<file path="src/rtl/cei_pkg.sv">
// shared types and constants of the integer alu
// operation codes, status codes, default data width; no dependencies
package cei_pkg;

    localparam int DATA_WIDTH_DEF = 32;
    localparam int MODE_WIDTH     = 5;
    localparam int STATUS_WIDTH   = 2;
    localparam int SHAMT_WIDTH    = 5;

    typedef enum logic [MODE_WIDTH-1:0] {
        OP_ADD  = 5'd0,
        OP_SUB  = 5'd1,
        OP_MUL  = 5'd2,
        OP_DIV  = 5'd3,
        OP_MOD  = 5'd4,
        OP_AND  = 5'd5,
        OP_OR   = 5'd6,
        OP_XOR  = 5'd7,
        OP_SHL  = 5'd8,
        OP_SRA  = 5'd9,
        OP_LAND = 5'd10,
        OP_LOR  = 5'd11,
        OP_GT   = 5'd12,
        OP_LT   = 5'd13,
        OP_EQ   = 5'd14,
        OP_POS  = 5'd15,
        OP_NEG  = 5'd16,
        OP_NOT  = 5'd17,
        OP_LNOT = 5'd18
    } op_t;

    typedef enum logic [STATUS_WIDTH-1:0] {
        ST_OK      = 2'd0,
        ST_DIVZERO = 2'd1,
        ST_BADOP   = 2'd2
    } status_t;

endpackage

</file>
<file path="src/rtl/cei_div.sv">
// unsigned restoring divider, one quotient bit per pipeline stage
// DATA_WIDTH stages; depends on cei_pkg
module cei_div #(
    parameter int DATA_WIDTH = cei_pkg::DATA_WIDTH_DEF
) (
    input  logic                  clk,
    input  logic                  en,
    input  logic [DATA_WIDTH-1:0] dividend,
    input  logic [DATA_WIDTH-1:0] divisor,
    output logic [DATA_WIDTH-1:0] quotient,
    output logic [DATA_WIDTH-1:0] remainder
);
    localparam int W = DATA_WIDTH;

    logic [W-1:0] rem_reg [W];
    logic [W-1:0] num_reg [W];
    logic [W-1:0] den_reg [W];

    for (genvar k = 0; k < W; k++)
    begin : g_stage
        logic [W-1:0] rem_prev, num_prev, den_prev;
        logic [W-1:0] rem_next, num_next;
        logic [W:0]   trial, diff;

        if (k == 0)
        begin : g_first
            assign rem_prev = '0;
            assign num_prev = dividend;
            assign den_prev = divisor;
        end
        else
        begin : g_rest
            assign rem_prev = rem_reg[k-1];
            assign num_prev = num_reg[k-1];
            assign den_prev = den_reg[k-1];
        end

        always_comb
        begin
            trial = {rem_prev, num_prev[W-1]};
            diff  = trial - {1'b0, den_prev};
            if (!diff[W])
            begin
                rem_next = diff[W-1:0];
                num_next = {num_prev[W-2:0], 1'b1};
            end
            else
            begin
                rem_next = trial[W-1:0];
                num_next = {num_prev[W-2:0], 1'b0};
            end
        end

        always_ff @(posedge clk)
        begin
            if (en)
            begin
                rem_reg[k] <= rem_next;
                num_reg[k] <= num_next;
                den_reg[k] <= den_prev;
            end
        end
    end

    assign quotient  = num_reg[W-1];
    assign remainder = rem_reg[W-1];
endmodule

</file>
<file path="config.mk">
export PLATFORM = sky130hd
export DESIGN_NAME = cei_div
export DESIGN_NICKNAME = d
export VERILOG_FILES = /design/src/rtl/cei_pkg.sv /design/src/rtl/cei_div.sv
export SDC_FILE = /design/constraint.sdc
export NUM_CORES = 2
export LEC_CHECK = 0
export ABC_AREA = 0
export BUFFER_PORTS_ARGS = -buffer_cell sky130_fd_sc_hd__buf_2
export CORE_ASPECT_RATIO = 1.4
export CORE_MARGIN = 2
export CORE_UTILIZATION = 40
export CTS_CLUSTER_SIZE = 28
export DETAILED_ROUTE_END_ITERATION = 8
export PLACE_DENSITY = 0.54
export SYNTH_ARGS = -nofsm -noshare
export SYNTH_HDL_FRONTEND = slang
export SYNTH_SLANG_ARGS = --single-unit
</file>
<file path="constraint.sdc">
create_clock -name clk -period 3.75 [get_ports clk]
set_input_delay 0 -clock clk [delete_from_list [all_inputs] [get_ports clk]]
set_output_delay 0 -clock clk [all_outputs]
set_load 0.01 [all_outputs]
</file>
==> metrics <==
Worst Path Max Fanout=4; Worst R2R Start=rem_reg[1][0]; Total GRT Usage=19.6%; DR iter-0 viols=4869; max cap viols=0; Initial Utilization=~40%; Clk Latency, worst-skew pair=approximately 990 ps; Cell Rows=~270; Tcrit/Tclk final=115%; CP startpoint kind=flip-flop; failing checks=setup timing; Comb power frac=54.4%; clock power share=roughly 17%; Filler cells=between 30000 and 40000; CTS tree=yes; worst r2r dst=rem_reg[1][63]; IO Count=130; grt total ovfl=0; Flop pwr share=between 20% and 30%; Reg clk slew, reported paths=about 60 ps; ratio of total power to cell area=between 900 and 1000 nW/um^2; initial antenna violation count=6; Worst Reg-to-Reg Cells=15; Internal=between 0.1 and 0.15 W; post-layout util=around half; die height=around 740 um; DR WL/cell=20.9 um; P_sw=slightly below 0.07 W; post-synthesis register bit count=about 3000; dpl hpwl=282000 um; Seq/Total Area, Yosys=59.3%; area of the core=~380000 um^2; worst hold path class=in2reg; Slew headroom=24.2%; status=finished with violations; area delta synth->final=24.6%; Port-buffer cells=roughly 130; Crit. Startpoint=rem_reg[1][0]; Final min period=~4300 ps; vias in the first global route=between 100k and 150k; total die area=390000 um^2; clk buf depth=4; Pwr Total=about 0.19 W; Data required, critical path=between 4000 and 5000 ps; CTS Buf Count=326; global-route wire length before repair=589000 um; final WL=404000 um; Yosys warning count=0; DRC Markers=0; Post-synth EDFFs=3040; Fmax=between 0.2 and 0.25 GHz; Crit. End Element=flip-flop; crit path setup slack, layout=-563 ps; crit path DAT=between 5000 and 6000 ps; Mapped Area=~150000 um^2; Syn Inst Count=approximately 12000; Mean Syn Cell Area=12.9 um^2; Worst-Margin Slew=1140 ps; top cell type's share of synthesized area=59.3%; CTS H-tree depth=5; Yosys cell types=94; Hold Startpoint=divisor[1]; asr flop ratio synth=0%; WHS Path Cells=2; WHS Endpoint=den_reg[0][1]; antenna-violating nets left=0; post-synth top area cell=edfxtp_1; r2r setup slk=-560 ps; critical path class=reg2reg; CTS root buf=clkbuf_16; placer's final routability congestion estimate=about 1; routed vias=around 100k; Sum Neg Setup Slack=-169070 ps; placed instance count=roughly 18000; Pins Over Slew Limit=0; Switching Share=a little over a third; Primary FF master, synth=edfxtp_1; Hold Vio Cnt, Final=0; drt pass-1 iters=5; clock sink count=3040; Pleak=about 80 nW; synth top area cells=edfxtp_1 59%, ha_1 8.1%, mux2_2 5.4%; routed vias/inst=~5.2; clock skew=between 80 and 90 ps; final net count=15100; share of post-route cells with drive strength above 1=24.8%; die width=between 500 and 600 um; Final setup viols=just over 800; RSZ-0062 raised after global routing=true; worst vdd ir=around 500 uV; maximum number of pins on one net before global-route repair=between 150 and 200; post-route cell area=between 150000 and 200000 um^2; Cell Area, Placed=173000 um^2; fin cells=19300
kinds of logic (layout without fill, tap and decap cells):
kind of cell	after synthesis	in the layout	synth area share (%)
other cells	1	57	0.00244
xor+xnor	865	865	4.94
compound gates	2738	2738	11.4
flops	3040	3040	59.3
fa+ha+maj	1025	1025	8.48
simple gates	1884	1884	5.84
mux	868	868	6.35
buf+inv	1473	3825	3.64
area by class of cell:
| type | instances | area (um^2) | share of cell area (%) |
|---|---|---|---|
| Clock inverter | 203 | 2100 | 1.09 |
| Clock buffer | 392 | 8410 | 4.38 |
| Sequential cell | 3040 | 91300 | 47.6 |
| Timing Repair Buffer | 1989 | 17500 | 9.14 |
| Inverter | 1241 | 4660 | 2.43 |
| Tap cell | 5013 | 6270 | 3.27 |
| Antenna cell | 42 | 105 | 0.0548 |
| Multi-Input combinational cell | 7395 | 61500 | 32.1 |
through the flow:
step | hold WS, ps | worst slack, ps
after floorplan | 98.9 | -120
after global placement | 176 | -932
after detailed placement | 178 | -949
after CTS | 3.68 | -750
after global routing | 59.0 | -685
final | 101 | -563
layout by cell type (no fill, tap or decap), types with 75 or more instances in the layout:
cell,n
inv_1,1230
o21a_1,158
clkbuf_16,345
edfxtp_1,3040
nor2_1,475
a21oi_1,796
ha_1,956
o21bai_1,96
mux2_4,458
nand4_1,92
xnor2_1,552
nand2_1,545
nor3_1,101
buf_2,128
xor2_1,285
nand2b_1,105
nor2b_1,117
nand3_1,152
dlygate4sd3_1,129
a31oi_1,93
mux2_2,329
buf_4,1511
clkinv_1,75
a21o_1,461
o21ai_0,469
buf_12,95
critical path: stages, from the launching register on:
cell and delay (ps):
edfxtp_1 410, buf_4 150, ha_1 270, nor2b_1 160, o2111ai_1 350, nand2_1 170, a311oi_1 590, buf_4 210
a21oi_1 130, a41o_1 370, a2111o_1 470, a21oi_1 150, buf_4 140, a22oi_1 90, xor2_1 150, mux2_2 260
synth_stat cells (15+ instances only):
cell / number
edfxtp_1: 3040
inv_1: 1241
ha_1: 994
a21oi_1: 845
mux2_2: 739
xnor2_1: 567
nand2_1: 549
o21ai_0: 509
nor2_1: 485
a21o_1: 463
xor2_1: 295
clkbuf_1: 183
o21a_1: 159
nand3_1: 158
nor2b_1: 133
nand2b_1: 111
nor3_1: 107
a31oi_1: 102
o21bai_1: 97
nand4_1: 92
mux2i_1: 76
and3_1: 74
a211oi_1: 67
o211ai_1: 57
o31ai_1: 51
and2_1: 38
o31a_1: 35
buf_2: 34
or3_1: 33
fa_1: 31
a31o_2: 30
a21boi_0: 29
or2_2: 28
mux2_1: 27
mux2_4: 26
a221oi_1: 24
a41oi_1: 22
nor4_1: 20
a2111oi_0: 18
o2111a_1: 18
a211o_1: 17
a221o_1: 17
and4_1: 17
o2111ai_1: 15
power groups by stage:
stage	registers (W)	logic (W)	clock network, W
after global routing	0.0554	0.111	0.0345
after floorplan	0.0529	0.0556	0
final	0.0547	0.104	0.0323
after detailed placement	0.0553	0.0842	0
after global placement	0.0551	0.0823	0
after CTS	0.0546	0.0969	0.0333
routing by layer:
layer	GRT usage, %	wire length, um	up-vias
li1	-	-	48300
met1	13.9	108000	49500
met2	43.1	245000	1907
met3	2.53	11100	1202
met4	15.5	39800	0
met5	0	0	-
worst max path at each step:
stage / endpoint / slack [ps] / depth (start not counted)
after floorplan: rem_reg[1][36] / -120 / 15
after global placement: rem_reg[0][289] / -930 / 17
after detailed placement: rem_reg[1][93] / -950 / 16
after CTS: rem_reg[1][60] / -750 / 15
after global routing: rem_reg[1][60] / -690 / 15
final: rem_reg[1][63] / -560 / 15
what timing repair did:
| item | 4_1_cts | 5_1_grt |
|---|---|---|
| endpoints found under the setup margin | 1021 | 1009 |
| pin swaps | 143 | 136 |
| gates resized for setup | 591 | 480 |
| hold buffers | 129 | 0 |
| buffers inserted | 112 | 73 |
| gates cloned | 34 | 25 |
| hold endpoints to repair | 1041 | 0 |
Note: power is estimated with default switching activity, not from simulation.
