## src/rtl/cei_pkg.sv

```systemverilog
// shared types and constants of the integer alu
// operation codes, status codes, default data width; no dependencies
package cei_pkg;

    localparam int DATA_WIDTH_DEF = 32;
    localparam int MODE_WIDTH     = 5;
    localparam int STATUS_WIDTH   = 2;
    localparam int SHAMT_WIDTH    = 5;

    typedef enum logic [MODE_WIDTH-1:0] {
        OP_ADD  = 5'd0,
        OP_SUB  = 5'd1,
        OP_MUL  = 5'd2,
        OP_DIV  = 5'd3,
        OP_MOD  = 5'd4,
        OP_AND  = 5'd5,
        OP_OR   = 5'd6,
        OP_XOR  = 5'd7,
        OP_SHL  = 5'd8,
        OP_SRA  = 5'd9,
        OP_LAND = 5'd10,
        OP_LOR  = 5'd11,
        OP_GT   = 5'd12,
        OP_LT   = 5'd13,
        OP_EQ   = 5'd14,
        OP_POS  = 5'd15,
        OP_NEG  = 5'd16,
        OP_NOT  = 5'd17,
        OP_LNOT = 5'd18
    } op_t;

    typedef enum logic [STATUS_WIDTH-1:0] {
        ST_OK      = 2'd0,
        ST_DIVZERO = 2'd1,
        ST_BADOP   = 2'd2
    } status_t;

endpackage

```

## src/rtl/cei_mul.sv

```systemverilog
// two-stage multiplier keeping the low DATA_WIDTH bits of the product
// split into half-width partial products; depends on cei_pkg
module cei_mul #(
    parameter int DATA_WIDTH = cei_pkg::DATA_WIDTH_DEF
) (
    input  logic                  clk,
    input  logic                  en,
    input  logic [DATA_WIDTH-1:0] a,
    input  logic [DATA_WIDTH-1:0] b,
    output logic [DATA_WIDTH-1:0] product
);
    localparam int H  = (DATA_WIDTH + 1) / 2;
    localparam int LH = DATA_WIDTH - H;

    logic [2*H-1:0] ll_reg, ll_next;
    logic [LH-1:0]  c1_reg, c1_next;
    logic [LH-1:0]  c2_reg, c2_next;
    logic [DATA_WIDTH-1:0] prod_reg, prod_next;

    always_comb
    begin
        ll_next = {{H{1'b0}}, a[H-1:0]} * {{H{1'b0}}, b[H-1:0]};
        c1_next = LH'(a[H-1:0] * b[DATA_WIDTH-1:H]);
        c2_next = LH'(a[DATA_WIDTH-1:H] * b[H-1:0]);
        prod_next = DATA_WIDTH'(ll_reg)
                  + {LH'(c1_reg + c2_reg), {H{1'b0}}};
    end

    always_ff @(posedge clk)
    begin
        if (en)
        begin
            ll_reg   <= ll_next;
            c1_reg   <= c1_next;
            c2_reg   <= c2_next;
            prod_reg <= prod_next;
        end
    end

    assign product = prod_reg;
endmodule

```

## config.mk

```make
export PLATFORM = sky130hd
export DESIGN_NAME = cei_mul
export DESIGN_NICKNAME = d
export VERILOG_FILES = /design/src/rtl/cei_pkg.sv /design/src/rtl/cei_mul.sv
export SDC_FILE = /design/constraint.sdc
export NUM_CORES = 1
export LEC_CHECK = 0
export BUFFER_PORTS_ARGS = -buffer_cell sky130_fd_sc_hd__buf_2
export CAP_MARGIN = 20
export CELL_PAD_IN_SITES_DETAIL_PLACEMENT = 0
export CELL_PAD_IN_SITES_GLOBAL_PLACEMENT = 1
export CORE_UTILIZATION = 46
export CTS_CLUSTER_DIAMETER = 80
export CTS_CLUSTER_SIZE = 10
export DETAILED_ROUTE_END_ITERATION = 10
export PLACE_DENSITY_LB_ADDON = 0.1
export SYNTH_ARGS = -nofsm -noshare
export SYNTH_HDL_FRONTEND = slang
export SYNTH_SLANG_ARGS = --single-unit
```

## constraint.sdc

```tcl
create_clock -name clk -period 8.14 [get_ports clk]
set_input_delay 2.442 -clock clk [delete_from_list [all_inputs] [get_ports clk]]
set_output_delay 2.442 -clock clk [all_outputs]
set_load 0.01 [all_outputs]
```

==> results of run 1 <==
[kinds of logic after synthesis]
kind of cell / count (synthesis) / share of synthesized area
buffers and inverters: 558 / 0.1025
AOI/OAI and AO/OA: 162 / 0.05450
adders and majority gates: 588 / 0.4908
and+or+nand+nor: 656 / 0.1536
DFF: 96 / 0.1411
xor gates and xnor gates: 134 / 0.05744
[cells in the final DEF (no fill, tap or decap), drive strengths merged, types with 2 or more instances in the layout]
master / instances
bufinv: 4
and3: 6
fa: 356
xor2: 26
a311oi: 2
nand4: 6
nand2: 337
xnor2: 108
inv: 473
nand3: 11
clkbuf: 15
a2111oi: 2
a31oi: 6
o21a: 9
nor2b: 7
a21oi: 48
a22o: 2
o211ai: 3
a311o: 2
nor2: 35
a21o: 24
and2: 215
nor3: 20
buf: 211
a31o: 4
edfxtp: 96
a211oi: 11
or2: 6
o311a: 2
o21ai: 26
o21bai: 10
or3: 7
nor4: 2
o22ai: 2
ha: 232
[through the flow]
stage	setup TNS, ps	instance area [um^2]
floorplan	0	20440
global placement	-291.2	22230
detailed placement	-413.4	22230
CTS	0	22590
global route	0	22620
finish	0	22620
[per-layer routing]
layer | wire [um] | vias up | track usage | part of all wire
met3 | 2801 | 77 | 0.02574 | 0.054
met5 | 27 | - | 0 | 0.00052
met1 | 22900 | 7466 | 0.3341 | 0.44
met2 | 24560 | 408 | 0.3990 | 0.48
li1 | - | 6935 | - | -
met4 | 1278 | 4 | 0.06524 | 0.025
[worst min path at each step]
stage               from         end  slack, ps
2_1_floorplan  ll_reg[0]  product[0]        400
3_3_place_gp   ll_reg[8]  product[8]        400
3_5_place_dp   ll_reg[0]  product[0]        400
4_1_cts        ll_reg[0]  product[0]        420
5_1_grt        ll_reg[1]  product[1]        420
6_report       ll_reg[0]  product[0]        420
[Yosys cell counts, types with 2 or more instances]
master and number:
a2111oi_2 2, a211oi_1 10, a21o_1 23, a21oi_1 48, a22o_1 2, a311o_1 2, a311oi_1 2, a31o_1 4
a31oi_1 4, and2_1 215, and3_1 6, clkbuf_1 87, edfxtp_1 96, fa_1 356, ha_1 232, inv_1 471
nand2_1 337, nand3_1 11, nand4_1 6, nor2_1 35, nor2b_1 7, nor3_1 20, nor4_1 2, o211ai_1 2
o21a_1 9, o21ai_0 15, o21ai_1 10, o21bai_1 10, o22ai_1 2, o311a_1 2, or2_2 6, or3_1 7
xnor2_1 108, xor2_1 26
[critical path, delay by kind of cell]
kind                     cells  cell delay, ps
buffers and inverters        6             700
AND/OR/NAND/NOR              3             560
AO/OA/AOI/OAI                6            1080
adder cells (fa/ha/maj)      7            3250
[final cells by class]
cell class,instances,area (um^2)
Tap cell,585,732.0
Clock buffer,9,225.2
Multi-Input combinational cell,1540,15460
Sequential cell,96,2883
Clock inverter,7,141.4
Inverter,471,1768
Fill cell,4089,20840
Antenna cell,1,2.502
Timing Repair Buffer,217,1408
==> results.cfg, run 1 <==
[cts]
ctsResizeCount = 0
clkTransAtPathRegs_ps = 70
root_buffer = clkbuf_16
postCtsHoldBufs = 0
cts_tree = built
clock_latency_ps = 340
cts_htree_levels = 3
cts-buffers-inserted = 9
clock_sinks = 96
clock_path_buffers = 2
post_cts_buffers = 0

[critical_path]
crit_top_cell = fa_1
crit_type = primary input to register
cp-endpoint = ll_reg[30]
worstSetupStartpoint = b[7]
crit_slowest_cell = fa_1
reg2reg_to = product[30]
crit_chain = buf_2, buf_4, nand2_1, fa_1, fa_1, inv_1, fa_1, fa_1, fa_1, inv_1, fa_1, inv_1, ha_1, buf_4, a21o_1, a21o_1, a21o_1, a211oi_1, o21a_1, a31oi_1, or4_1, nand4_1
r2r_slack_ps = 4010
crit_path_end_kind = register
required_ps = 8350
reg2regPathDepth = 15
startpoint_type = primary input
cp_max_fo = 7
r2r_start = c1_reg[0]
slowest_delay_ps = 550
cp_data_arrival_time_ps = 8050

[placement]
portBuffers = 97
dp.cells = 2909
hpwlAfterDp_um = 43730
place_congestion = 0.8899
pre_cts_ws_ps = -223.1

[die]
coreArea_um2 = 43460
die_area_um2 = 45270
pin_count = 98
fp-row-count = 76
die_height_um = 212.8
die_w_um = 212.8
start_util = 0.4702

[timing]
rsz0062_at_grt = false
setup_viol = 0
finClkSkew_ps = 9.439
relSlewSlack = 0.4574
worst_slack_ps = 297.3
hold_viol_final = 0
holdWs_ps = 417.7
period_minus_slack_ps = 7843
clock.fmax_mhz = 127.5
finalCritPeriodShare = 0.9635
drv_slew = 0
max_slew.worst_pin.slew_ps = 813.8

[route]
drtIter0Drc = 669
drtAntennaViolNets = 0
vias_per_cell = 5.089
num_vias = 14890
remaining_drc_errors = 0
wl_per_cell_um = 17.62
wirelength_um = 51570
drt-pass1-iter-count = 5

[global_route]
grt_antenna_before_repair = 3
grt_pass1_wl_um = 83100
grt_pass1_vias = 15570
grt_usage = 0.2405
grt_start_max_net_pins = 60
grt-ovfl-total = 0

[logic_synthesis]
syn_inst = 2194
syn_avg_cell_area_um2 = 9.313
synth_top_area_share = 0.3488
synth_area_leader_cell = fa_1
ys.flop_type = edfxtp_1
yosysSeqAreaShare = 0.1411
synth_seq_cells = 96
synthArstFlopShare = 0
syn-num-nets = 2848
synth.area.top_cells = fa_1 (35%), ha_1 (14%), edfxtp_1 (14%)
yosys_warnings = 0
synth-edff-count = 96
synth.distinct_cells = 53
syn_area_um2 = 20430

[final_layout]
utilization = 0.5204
syn2layout_area_growth_pct = 10.68
num-nets-final = 2989
drive_gt1_frac = 0.1056
fin_cells = 2926

[min_path]
hp-class = register to register
hold-path-cell-count = 0

[outcome]
status = completed

[job]
maxCapViolCount = 0
Power of run 1 is left out: the tool's default activity adds up to more than one toggle a clock period on the data nets, which glitch-free logic cannot reach.
==> inputs of run 2 (changes only) <==
--- a/config.mk
+++ b/config.mk
@@ -9,10 +9,12 @@
 export CAP_MARGIN = 20
 export CELL_PAD_IN_SITES_DETAIL_PLACEMENT = 0
 export CELL_PAD_IN_SITES_GLOBAL_PLACEMENT = 1
+export CORE_ASPECT_RATIO = 0.75
 export CORE_UTILIZATION = 46
 export CTS_CLUSTER_DIAMETER = 80
 export CTS_CLUSTER_SIZE = 10
 export DETAILED_ROUTE_END_ITERATION = 10
+export GPL_TIMING_DRIVEN = 0
 export PLACE_DENSITY_LB_ADDON = 0.1
 export SYNTH_ARGS = -nofsm -noshare
 export SYNTH_HDL_FRONTEND = slang
==> results.cfg, run 2 (synthesis results as in run 1) <==
[final_layout]
layout.cells.most_common = inv_1
seq_area_um2 = 2883
nFillCells = 4086
syn2layout_area_growth_pct = 12.53
num-nets-final = 2968
multi_input_area_um2 = 15680
drive_gt1_frac = 0.1013
final_cell_mix = inv_1 (471), fa_1 (352), nand2_1 (337)

[die]
pin_count = 98
start_util = 0.4686
die_height_um = 184.5
coreArea_um2 = 43600
die_w_um = 245.4
die_area_um2 = 45280
fp-row-count = 66

[critical_path]
cp_data_arrival_time_ps = 8100
required_ps = 8230
startpoint_type = primary input
crit_chain = buf_4, buf_8, and2_1, fa_1, inv_1, fa_1, fa_1, fa_1, inv_1, fa_1, inv_1, fa_1, inv_1, ha_4, a21o_1, a21o_1, a21oi_2, o21ai_2, o221ai_4, a31oi_4, or4_4, nand4_1
cp_max_fo = 10
cp-endpoint = ll_reg[30]
crit_top_cell = fa_1
reg2regPathDepth = 15
worstSetupStartpoint = a[5]
r2r_slack_ps = 4100
crit_type = primary input to register
crit_slowest_cell = fa_1
reg2reg_to = product[30]
crit_path_end_kind = register
slowest_delay_ps = 500
r2r_start = c1_reg[0]

[global_route]
grt_antenna_before_repair = 2
grt_pass1_vias = 15240
grt-ovfl-total = 0
grt_pass1_wl_um = 89950
grt_usage = 0.2667
grt_start_max_net_pins = 78

[route]
num_vias = 14940
vias_per_cell = 5.154
wirelength_um = 58480
drtIter0Drc = 889
drt-pass1-iter-count = 7
wl_per_cell_um = 20.17
drtAntennaViolNets = 0
remaining_drc_errors = 0

[timing]
finClkSkew_ps = 5.308
relSlewSlack = 0.4704
max_slew.worst_pin.slew_ps = 794.4
timing.setup.tns_ps = 0
period_minus_slack_ps = 8013
clock.fmax_mhz = 124.8
hold_viol_final = 0
finalCritPeriodShare = 0.9844
drv_slew = 0
rsz0062_at_grt = true
setup_viol = 0

[cts]
cts_htree_levels = 3
root_buffer = clkbuf_16
clock_latency_ps = 340
clock_path_buffers = 2
clock_sinks = 96
cts-buffers-inserted = 9
clkTransAtPathRegs_ps = 70
postCtsHoldBufs = 0
cts_tree = built

[job]
maxCapViolCount = 0

[placement]
portBuffers = 88
hpwlAfterDp_um = 49010
place_congestion = 0.9390

[outcome]
status = completed

[min_path]
hp-class = register to register
[run 2: changes by cell type in the layout (fill, tap and decap cells not counted), moves of 6 or more]
cell       change
buf_8         +21
buf_2         -18
ha_1           -6
clkbuf_16      +6
buf_4         -85
clkbuf_1      +22
clkbuf_2       +8
clkbuf_8       +6
buf_6         +17
[run 2: worst min-delay path by stage]
stage | startpoint | depth (start not counted) | slack, ps | endpoint
floorplan | ll_reg[0] | 0 | 400 | product[0]
detailed placement | ll_reg[10] | 0 | 400 | product[10]
global placement | ll_reg[0] | 0 | 410 | product[0]
finish | ll_reg[10] | 0 | 420 | product[10]
global route | ll_reg[13] | 0 | 420 | product[13]
CTS | ll_reg[13] | 0 | 420 | product[13]
[run 2: routing by layer]
metal | global-route usage | vias up | share of wire
met3 | 0.05140 | 51 | 0.074
met1 | 0.3855 | 7571 | 0.46
met2 | 0.4200 | 400 | 0.45
met5 | 0 | - | 0
li1 | - | 6920 | -
met4 | 0.04447 | 0 | 0.015
[run 2: final cells by class]
class,count,share of cell area
multi-input combinational,1540,0.6821
timing repair buffer,116,0.03450
antenna,2,0.0002177
clock buffer,9,0.009794
inverter,471,0.07689
clock inverter,7,0.004027
buffer,80,0.03569
tap,578,0.03145
sequential,96,0.1254
[run 2: critical path: cells and delay by family]
kind | cells | cell delay [ps]
AND/OR/NAND/NOR | 3 | 910
AO/OA/AOI/OAI | 6 | 1010
adder cells (fa/ha/maj) | 7 | 3130
buffers and inverters | 6 | 570
[run 2: what timing repair did]
action / CTS / global route
cloned: 0 / 2
buffers inserted: 3 / 22
gates resized for setup: 166 / 109
pin swaps: 6 / 27
endpoints found under the setup margin: 23 / 6
[run 2: per-stage QoR]
step,setup WS [ps],util,instance area (um^2),hold WS (ps),instances
after floorplan,1.395,-,20440,400.3,2194
after global placement,-1905,0.4954,21600,408.1,2860
after detailed placement,-1867,0.4961,21630,404.5,2861
after CTS,1.205,0.5165,22520,420.6,2875
after global routing,-79.80,0.5273,22990,423.4,2898
final,126.7,0.5274,22990,419.5,2899
Power of run 2 is left out for the same reason.
